===== src/rtl/m6502_pkg.sv =====
// Shared types and constants for the 6502 subset core.
package m6502_pkg;

    // Item operation codes
    localparam logic [1:0] ITEM_TICK    = 2'd0;
    localparam logic [1:0] ITEM_WRITE   = 2'd1;
    localparam logic [1:0] ITEM_READ    = 2'd2;
    localparam logic [1:0] ITEM_RESTART = 2'd3;

    // Supported opcodes
    localparam logic [7:0] OPC_JSR     = 8'h20;
    localparam logic [7:0] OPC_PHA     = 8'h48;
    localparam logic [7:0] OPC_JMP     = 8'h4C;
    localparam logic [7:0] OPC_ROR     = 8'h6A;
    localparam logic [7:0] OPC_STA     = 8'h8D;
    localparam logic [7:0] OPC_TXS     = 8'h9A;
    localparam logic [7:0] OPC_LDX     = 8'hA2;
    localparam logic [7:0] OPC_LDA     = 8'hA9;
    localparam logic [7:0] OPC_LDA_ABS = 8'hAD;
    localparam logic [7:0] OPC_NOP     = 8'hEA;

    localparam logic [7:0]  FLAG_N      = 8'h80;
    localparam logic [7:0]  FLAG_Z      = 8'h02;
    localparam logic [7:0]  FLAG_C      = 8'h01;
    localparam logic [7:0]  RESET_FLAGS = 8'h36;
    localparam logic [15:0] STACK_BASE  = 16'h0100;
    localparam logic [7:0]  VEC_LO      = 8'hFC;
    localparam logic [7:0]  VEC_HI      = 8'hFD;
    localparam logic [15:0] HIGH_PAGE   = 16'hFF00;

    typedef enum logic [1:0] {
        MODE_RESET = 2'd0,
        MODE_RUN   = 2'd1,
        MODE_HALT  = 2'd2
    } run_mode_t;

    typedef struct packed {
        logic [1:0]  operation;
        logic [15:0] address;
        logic [7:0]  write_data;
    } in_item_t;

    typedef struct packed {
        logic [7:0]  read_data;
        logic [15:0] program_counter;
        logic [7:0]  accumulator;
        logic [7:0]  index_x;
        logic [7:0]  stack_pointer;
        logic [7:0]  status_flags;
        logic [1:0]  run_mode;
        logic [7:0]  current_opcode;
    } out_item_t;

    typedef struct packed {
        logic [15:0] pc;
        logic [7:0]  acc;
        logic [7:0]  x;
        logic [7:0]  sp;
        logic [7:0]  flags;
        logic [7:0]  opcode;
        logic [15:0] addr_latch;
        logic [3:0]  stage;
        run_mode_t   mode;
    } cpu_state_t;

    typedef struct packed {
        logic        wr_en;
        logic [15:0] addr;
        logic [7:0]  wdata;
    } mem_req_t;

endpackage


===== src/rtl/m6502_exec.sv =====
// Decode of the memory access for an item and the register update after it.
module m6502_exec import m6502_pkg::*; (
    input  cpu_state_t state,
    input  in_item_t   issue_item,
    input  in_item_t   exec_item,
    input  logic [7:0] mem_rdata,
    output mem_req_t   mem_req,
    output cpu_state_t state_next,
    output out_item_t  result
);

    function automatic logic [7:0] with_nz(input logic [7:0] flags, input logic [7:0] v);
        logic [7:0] f;
        f = flags & ~(FLAG_N | FLAG_Z);
        if (v == 8'd0) f = f | FLAG_Z;
        if (v[7]) f = f | FLAG_N;
        return f;
    endfunction

    logic [15:0] ret_addr;
    logic [15:0] stack_addr;
    logic [15:0] pc_inc;
    logic [3:0]  stage_inc;
    logic [7:0]  ror_val;

    assign ret_addr   = state.pc + 16'd2;
    assign stack_addr = STACK_BASE + {8'd0, state.sp};
    assign pc_inc     = state.pc + 16'd1;
    assign stage_inc  = state.stage + 4'd1;
    assign ror_val    = {state.flags[0], state.acc[7:1]};

    // Memory request of the issue cycle; default address is the fetch address
    always_comb begin
        mem_req.wr_en = 1'b0;
        mem_req.addr  = state.pc;
        mem_req.wdata = state.acc;
        case (issue_item.operation)
            ITEM_WRITE: begin
                mem_req.wr_en = 1'b1;
                mem_req.addr  = issue_item.address;
                mem_req.wdata = issue_item.write_data;
            end
            ITEM_READ: begin
                mem_req.addr = issue_item.address;
            end
            ITEM_TICK: begin
                if (state.mode == MODE_RESET) begin
                    mem_req.addr = state.addr_latch;
                end else if (state.mode == MODE_RUN) begin
                    case (state.stage)
                        4'd1: begin
                            if (state.opcode == OPC_JSR) begin
                                mem_req.wr_en = 1'b1;
                                mem_req.addr  = stack_addr;
                                mem_req.wdata = ret_addr[15:8];
                            end else if (state.opcode == OPC_PHA) begin
                                mem_req.wr_en = 1'b1;
                                mem_req.addr  = stack_addr;
                            end
                        end
                        4'd2: begin
                            if (state.opcode == OPC_JSR) begin
                                mem_req.wr_en = 1'b1;
                                mem_req.addr  = stack_addr;
                                mem_req.wdata = ret_addr[7:0];
                            end
                        end
                        4'd3: begin
                            if (state.opcode == OPC_STA) begin
                                mem_req.wr_en = 1'b1;
                                mem_req.addr  = state.addr_latch;
                            end else if (state.opcode == OPC_LDA_ABS) begin
                                mem_req.addr = state.addr_latch;
                            end
                        end
                        default: ;
                    endcase
                end
            end
            default: ;
        endcase
    end

    // Register update of the execute cycle
    always_comb begin
        state_next = state;
        case (exec_item.operation)
            ITEM_TICK: begin
                case (state.mode)
                    MODE_RESET: begin
                        state_next.stage = stage_inc;
                        case (state.stage)
                            4'd0: state_next.flags = RESET_FLAGS;
                            4'd1: state_next.addr_latch = {state.addr_latch[15:8], VEC_LO};
                            4'd2: state_next.addr_latch = state.addr_latch | HIGH_PAGE;
                            4'd3: state_next.acc = mem_rdata;
                            4'd4: state_next.pc = {state.pc[15:8], state.acc};
                            4'd5: state_next.addr_latch = {state.addr_latch[15:8], VEC_HI};
                            4'd6: state_next.addr_latch = state.addr_latch | HIGH_PAGE;
                            4'd7: state_next.acc = mem_rdata;
                            4'd8: begin
                                state_next.pc    = {state.acc, state.pc[7:0]};
                                state_next.mode  = MODE_RUN;
                                state_next.stage = 4'd0;
                            end
                            default: ;
                        endcase
                    end
                    MODE_RUN: begin
                        state_next.stage = stage_inc;
                        case (state.stage)
                            4'd0: begin
                                state_next.opcode = mem_rdata;
                                state_next.pc     = pc_inc;
                            end
                            4'd1: begin
                                if (state.opcode == OPC_JSR || state.opcode == OPC_PHA) begin
                                    state_next.sp = state.sp - 8'd1;
                                end else if (state.opcode == OPC_ROR) begin
                                    state_next.acc   = ror_val;
                                    state_next.flags = (with_nz(state.flags, ror_val) & ~FLAG_C)
                                                     | {7'd0, state.acc[0]};
                                    state_next.stage = 4'd0;
                                end else if (state.opcode inside {OPC_JMP, OPC_STA, OPC_LDA_ABS})
                                begin
                                    state_next.addr_latch = {state.addr_latch[15:8], mem_rdata};
                                    state_next.pc         = pc_inc;
                                end else if (state.opcode == OPC_TXS) begin
                                    state_next.sp    = state.x;
                                    state_next.stage = 4'd0;
                                end else if (state.opcode == OPC_LDX) begin
                                    state_next.x     = mem_rdata;
                                    state_next.flags = with_nz(state.flags, mem_rdata);
                                    state_next.pc    = pc_inc;
                                    state_next.stage = 4'd0;
                                end else if (state.opcode == OPC_LDA) begin
                                    state_next.acc   = mem_rdata;
                                    state_next.flags = with_nz(state.flags, mem_rdata);
                                    state_next.pc    = pc_inc;
                                    state_next.stage = 4'd0;
                                end else if (state.opcode == OPC_NOP) begin
                                    state_next.stage = 4'd0;
                                end else begin
                                    state_next.mode = MODE_HALT;
                                end
                            end
                            4'd2: begin
                                if (state.opcode == OPC_JSR) begin
                                    state_next.sp = state.sp - 8'd1;
                                end else if (state.opcode == OPC_PHA) begin
                                    state_next.stage = 4'd0;
                                end else if (state.opcode inside {OPC_JMP, OPC_STA, OPC_LDA_ABS})
                                begin
                                    state_next.addr_latch = {mem_rdata, state.addr_latch[7:0]};
                                    state_next.pc         = pc_inc;
                                end else begin
                                    state_next.mode = MODE_HALT;
                                end
                            end
                            4'd3: begin
                                if (state.opcode == OPC_JSR) begin
                                    state_next.addr_latch = {state.addr_latch[15:8], mem_rdata};
                                    state_next.pc         = pc_inc;
                                end else if (state.opcode == OPC_JMP) begin
                                    state_next.pc    = state.addr_latch;
                                    state_next.stage = 4'd0;
                                end else if (state.opcode == OPC_STA) begin
                                    state_next.stage = 4'd0;
                                end else if (state.opcode == OPC_LDA_ABS) begin
                                    state_next.acc   = mem_rdata;
                                    state_next.flags = with_nz(state.flags, mem_rdata);
                                    state_next.stage = 4'd0;
                                end else begin
                                    state_next.mode = MODE_HALT;
                                end
                            end
                            4'd4: begin
                                if (state.opcode == OPC_JSR) begin
                                    state_next.addr_latch = {mem_rdata, state.addr_latch[7:0]};
                                    state_next.pc         = pc_inc;
                                end else begin
                                    state_next.mode = MODE_HALT;
                                end
                            end
                            4'd5: begin
                                if (state.opcode == OPC_JSR) begin
                                    state_next.pc    = state.addr_latch;
                                    state_next.stage = 4'd0;
                                end else begin
                                    state_next.mode = MODE_HALT;
                                end
                            end
                            default: ;
                        endcase
                    end
                    default: ;
                endcase
            end
            ITEM_RESTART: begin
                state_next.mode  = MODE_RESET;
                state_next.stage = 4'd0;
            end
            default: ;
        endcase
    end

    always_comb begin
        result.read_data       = (exec_item.operation == ITEM_READ) ? mem_rdata : 8'd0;
        result.program_counter = state_next.pc;
        result.accumulator     = state_next.acc;
        result.index_x         = state_next.x;
        result.stack_pointer   = state_next.sp;
        result.status_flags    = state_next.flags;
        result.run_mode        = state_next.mode;
        result.current_opcode  = state_next.opcode;
    end

endmodule


===== config.mk =====
export PLATFORM = sky130hd
export DESIGN_NAME = m6502_exec
export DESIGN_NICKNAME = d
export VERILOG_FILES = /design/src/rtl/m6502_pkg.sv /design/src/rtl/m6502_exec.sv
export SDC_FILE = /design/constraint.sdc
export NUM_CORES = 1
export LEC_CHECK = 0
export BUFFER_PORTS_ARGS = -buffer_cell sky130_fd_sc_hd__buf_2
export CORE_UTILIZATION = 35
export DETAILED_ROUTE_END_ITERATION = 12
export PLACE_DENSITY = 0.72
export SETUP_SLACK_MARGIN = 0.15
export SLEW_MARGIN = 40
export SYNTH_ARGS = -nofsm -noshare
export SYNTH_HDL_FRONTEND = slang
export SYNTH_SLANG_ARGS = --single-unit

===== constraint.sdc =====
create_clock -name vclk -period 3.8
set_clock_uncertainty 0.15 [all_clocks]
set_input_delay 0.38 -clock vclk [all_inputs]
set_output_delay 0.38 -clock vclk [all_outputs]
set_load 0.005 [all_outputs]

After elaboration in Yosys (flattened, before gate mapping)
Cells that the tools add are included.
{"block": "word_totals", "elab_cells": 167, "regBits": 0, "in_bits": 138, "output_inout_bits": 169}
{"block": "classes", "n_reduce_logical": 12, "addsub": 5, "muxes": 126, "bitwise": 1, "eq_ne": 23}
{"operator": "8-bit 2-to-1 mux", "count": 37}
{"operator": "16-bit 2-to-1 mux", "count": 18}
{"operator": "32-bit 2-to-1 mux", "count": 9}
{"operator": "24-bit 2-to-1 mux", "count": 9}
{"operator": "16-bit one-hot mux with 6 select lines", "count": 1}
{"operator": "8-bit one-hot mux with 2 select lines", "count": 6}
{"operator": "72-bit 2-to-1 mux", "count": 1}
{"operator": "16-bit one-hot mux with 2 select lines", "count": 2}
{"operator": "16-bit one-hot mux with 4 select lines", "count": 1}
{"operator": "17-bit one-hot mux with 3 select lines", "count": 1}
{"operator": "25-bit 2-to-1 mux", "count": 2}
{"operator": "8-bit equality test (second input constant)", "count": 6}
{"operator": "16-bit one-hot mux with 3 select lines", "count": 1}
{"operator": "24-bit one-hot mux with 2 select lines", "count": 1}
{"operator": "22-bit one-hot mux with 2 select lines", "count": 1}
{"operator": "4-bit 2-to-1 mux", "count": 10}
{"operator": "17-bit 2-to-1 mux", "count": 2}
{"operator": "2-bit 2-to-1 mux", "count": 13}
{"operator": "8-bit by 7-bit equality test with 1-bit output (second input constant)", "count": 3}
{"operator": "22-bit 2-to-1 mux", "count": 1}
{"operator": "6-bit 2-to-1 mux", "count": 3}
{"operator": "16-bit by 1-bit adder with 16-bit output (second input constant)", "count": 1}
{"operator": "16-bit by 2-bit adder with 16-bit output (second input constant)", "count": 1}
{"operator": "4-bit by 3-bit equality test with 1-bit output (second input constant)", "count": 4}
{"operator": "other kinds (22)", "count": 33}

Longest topological paths before layout
{"block": "depth", "word_depth": 24, "mapped_depth": 12}

Least setup slack after synthesis
OpenSTA, ideal clock, no wires.
{"block": "synth_timing", "kind": "input port to output port", "from": "in state[25] in the netlist's numbering", "to": "out state_next[72] in the netlist's numbering", "setup_slack_ps": 871, "path_stages": 11, "arrival_ps": 2399, "path_cell_list": "buf_2 > or3b_1 > a211o_1 > buf_6 > o2bb2ai_2 > and2_4 > buf_6 > o211ai_2 > a21oi_1 > a221oi_1 > buf_4"}
{"item": "start: declaration", "line_no": "m6502_exec.sv:3", "source": "input cpu_state_t state,"}
{"item": "end: declaration", "line_no": "m6502_exec.sv:8", "source": "output cpu_state_t state_next,"}

==> flow_summary_export.csv <==
group,metric,value,unit
outcome,status,"finished, final reports clean",
worst_setup_path,critPathRequiredTime,3.27,ns
sta,worst_pin_slew,0.8121,ns
die,start_util,36.05,%
drt,routed-via-count,8830,
drt,drt_pass1_iterations,6,
final_layout,seq_cell_count,0,
worst_setup_path,crit_family,"compound AO/OA/AOI/OAI gates",
die,rows,46,
worst_setup_path,start_kind,"primary input",
drt,drt_wl_total,31.81,mm
synthesis,synth_fp_nets,1071,
place,place_congestion,1.039,
global_routing,antenna_found_initial,1,
sta,post-route-period-util,90.32,%
place,dpl.hpwl,24.78,mm
die,die_w,130.1,um
sta,setup_viol,0,
clock_network,postCtsHoldBufs,0,
synthesis,synth_top_area_share,7.838,%
worst_setup_path,path_buf_inv,3,
final_layout,n_antenna_cell,0,
synthesis,synth_top_area_cell,"buf_4",
sta,rsz0062_at_grt,"no",
run,drv_cap,0,
min_path,hold_path_class,"in2out",
worst_setup_path,cp.arrival,2.90,ns
die,fp.dieH,130.1,um
power,ir_worst_vdd,52.19,uV
power,cellLeakagePower,3.193,nW
die,die-area,16940,um^2
sta,finalSetupTns,0,ns
synthesis,syn-cell-area,5747,um^2
clock_network,postCtsSetupBuffers,0,
drt,vias_per_cell,6.560,
sta,hold_viol,0,
global_routing,grt_max_degree,36,
worst_setup_path,path_cells,"buf_2, inv_1, ha_1, or3b_1, a31oi_4, o21ai_2, a21o_1, nand2b_4, a31o_4, a21o_1, buf_2",
power,powerDensity,105.4,nW/um^2
final_layout,seq_area,0,um^2
worst_setup_path,critPathKind,"in2out",
worst_setup_path,critPathMaxStageDelay,0.59,ns
global_routing,grt_pass1_wl,45.40,mm
worst_setup_path,end_kind,"output port",
drt,drt_iter0_markers,1273,
synthesis,syn_inst,920,
die,ioPinCount,307,
synthesis,synthDistinctLibCells,84,
sta,period_needed,3.432,ns
final_layout,finalNonFillerCells,1346,
sta,report.final.slew_viol_count,0,
drt,wl_per_cell,23.63,um
worst_setup_path,cp_max_fo,8,
die,design.core.area,15940,um^2
final_layout,drive_gt1_share,35.49,%
drt,route.antenna.remaining_nets,0,
synthesis,netlist_top_cells_area,"buf_4 (7.8%), o21ai_0 (7.5%), a21oi_1 (6.2%)",
drt,drc_errors,0,
synthesis,avgSynthCellArea,6.246,um^2
synthesis,synth_seq_area_share,0,%
clock_network,cts.repair.resized,0,
final_layout,syn_to_final_growth,24.58,%
global_routing,grt_pass1_vias,7615,
place,io_buffers,283,
final_layout,nClkBuffers,0,
global_routing,overflow,0,
sta,max_freq,0.2914,GHz
global_routing,gr-usage-all-layers,35.29,%
final_layout,layout.nets,1283,
place,dp.cells,1346,
worst_setup_path,cpMaxStageDelayCell,"or3b_1",
synthesis,synth_warnings,0,
sta,maxSlewHeadroom,44.46,%
[cell families after synthesis]
family	count (synthesis)	share of synthesized area [%]
adder cells (fa/ha/maj)	13	2.830
AO/OA/AOI/OAI	370	44.48
AND/OR/NAND/NOR	335	30.18
buffers and inverters	158	14.94
XOR/XNOR	22	3.353
multiplexers	22	4.224
[synth_stat cells, types with 3 or more instances]
library cell	instances
a22o_1	16
buf_4	60
a21oi_1	71
nand2_1	93
o22ai_1	15
nor4_1	9
a221oi_1	10
a211o_1	3
and3_1	8
o21ai_0	86
o221ai_1	18
a221o_1	10
buf_1	6
a21o_1	16
nand4_1	12
mux2i_1	4
a22oi_1	38
or2_2	6
a31oi_1	17
o31ai_1	7
nor2_1	83
mux2_2	18
o211ai_1	9
xnor2_1	16
a211oi_1	3
buf_2	14
buf_6	3
nand2b_1	14
xor2_1	6
nor3_1	16
nand3_1	28
ha_1	13
or3b_1	4
a32oi_1	5
a222oi_1	13
nor2b_1	10
nand4b_1	3
inv_1	15
clkbuf_1	60
and2_1	19
nand3b_1	6
[through the flow]
stage                     instance area, um^2  total power, mW  setup WS, ns  hold slack (ns)  utilization [%]
after CTS                                7159           0.7300        0.4354           0.8862            44.91
final                                    7159           0.7546        0.3677           0.8811            44.91
after global placement                   7157           0.7242        0.5153           0.8786            44.89
after detailed placement                 7159           0.7274        0.4401           0.8866            44.91
after floorplan                          5747           0.4206        0.8708           0.7081                -
after global routing                     7159           0.8035        0.2699           0.9031            44.91
[final cells by class]
type	count	area [um^2]
well taps	216	270.3
inverters	15	56.30
multi-input cells	762	4891
repair buffers	353	1942
fillers	1713	8783
[per-layer routing]
| layer | share of wire (%) | wire length, um | GRT usage [%] |
|---|---|---|---|
| met5 | 0 | 0 | 0 |
| met4 | 5.8 | 1831 | 18.74 |
| met3 | 13 | 4146 | 7.831 |
| met2 | 43 | 13560 | 53.94 |
| met1 | 39 | 12270 | 45.96 |
[placed cells by master (no fill, tap or decap), types with 4 or more instances in the layout]
master,n
inv_1,15
mux2i_1,4
a21oi_1,71
nor2b_1,9
nor3_1,16
xor2_1,6
nand3_1,28
or2_2,6
a22oi_1,38
mux2_2,18
a222oi_1,13
or3b_1,4
nand3b_1,6
buf_4,70
and3_1,8
nor2_1,83
nand4_1,12
o21ai_0,85
o221ai_1,18
a31oi_1,17
nand2_1,93
o211ai_1,9
ha_1,13
a221oi_1,10
xnor2_1,16
nor4_1,9
a22o_1,16
and2_1,19
buf_2,283
o22ai_1,15
a32oi_1,5
a221o_1,10
o31ai_1,7
nand2b_1,14
a21o_1,16
[power by group]
part	internal (mW)	switching, mW	leakage [nW]
combinational	0.300	0.454	3.19
sequential	0	0	0
clock	0	0	0
[final timing paths]
kind	from	endpoint	cells past startpoint
min	state[34]	state_next[34]	3
max	state[3]	mem_req[17]	11
Note: power is estimated with default switching activity, not from simulation.
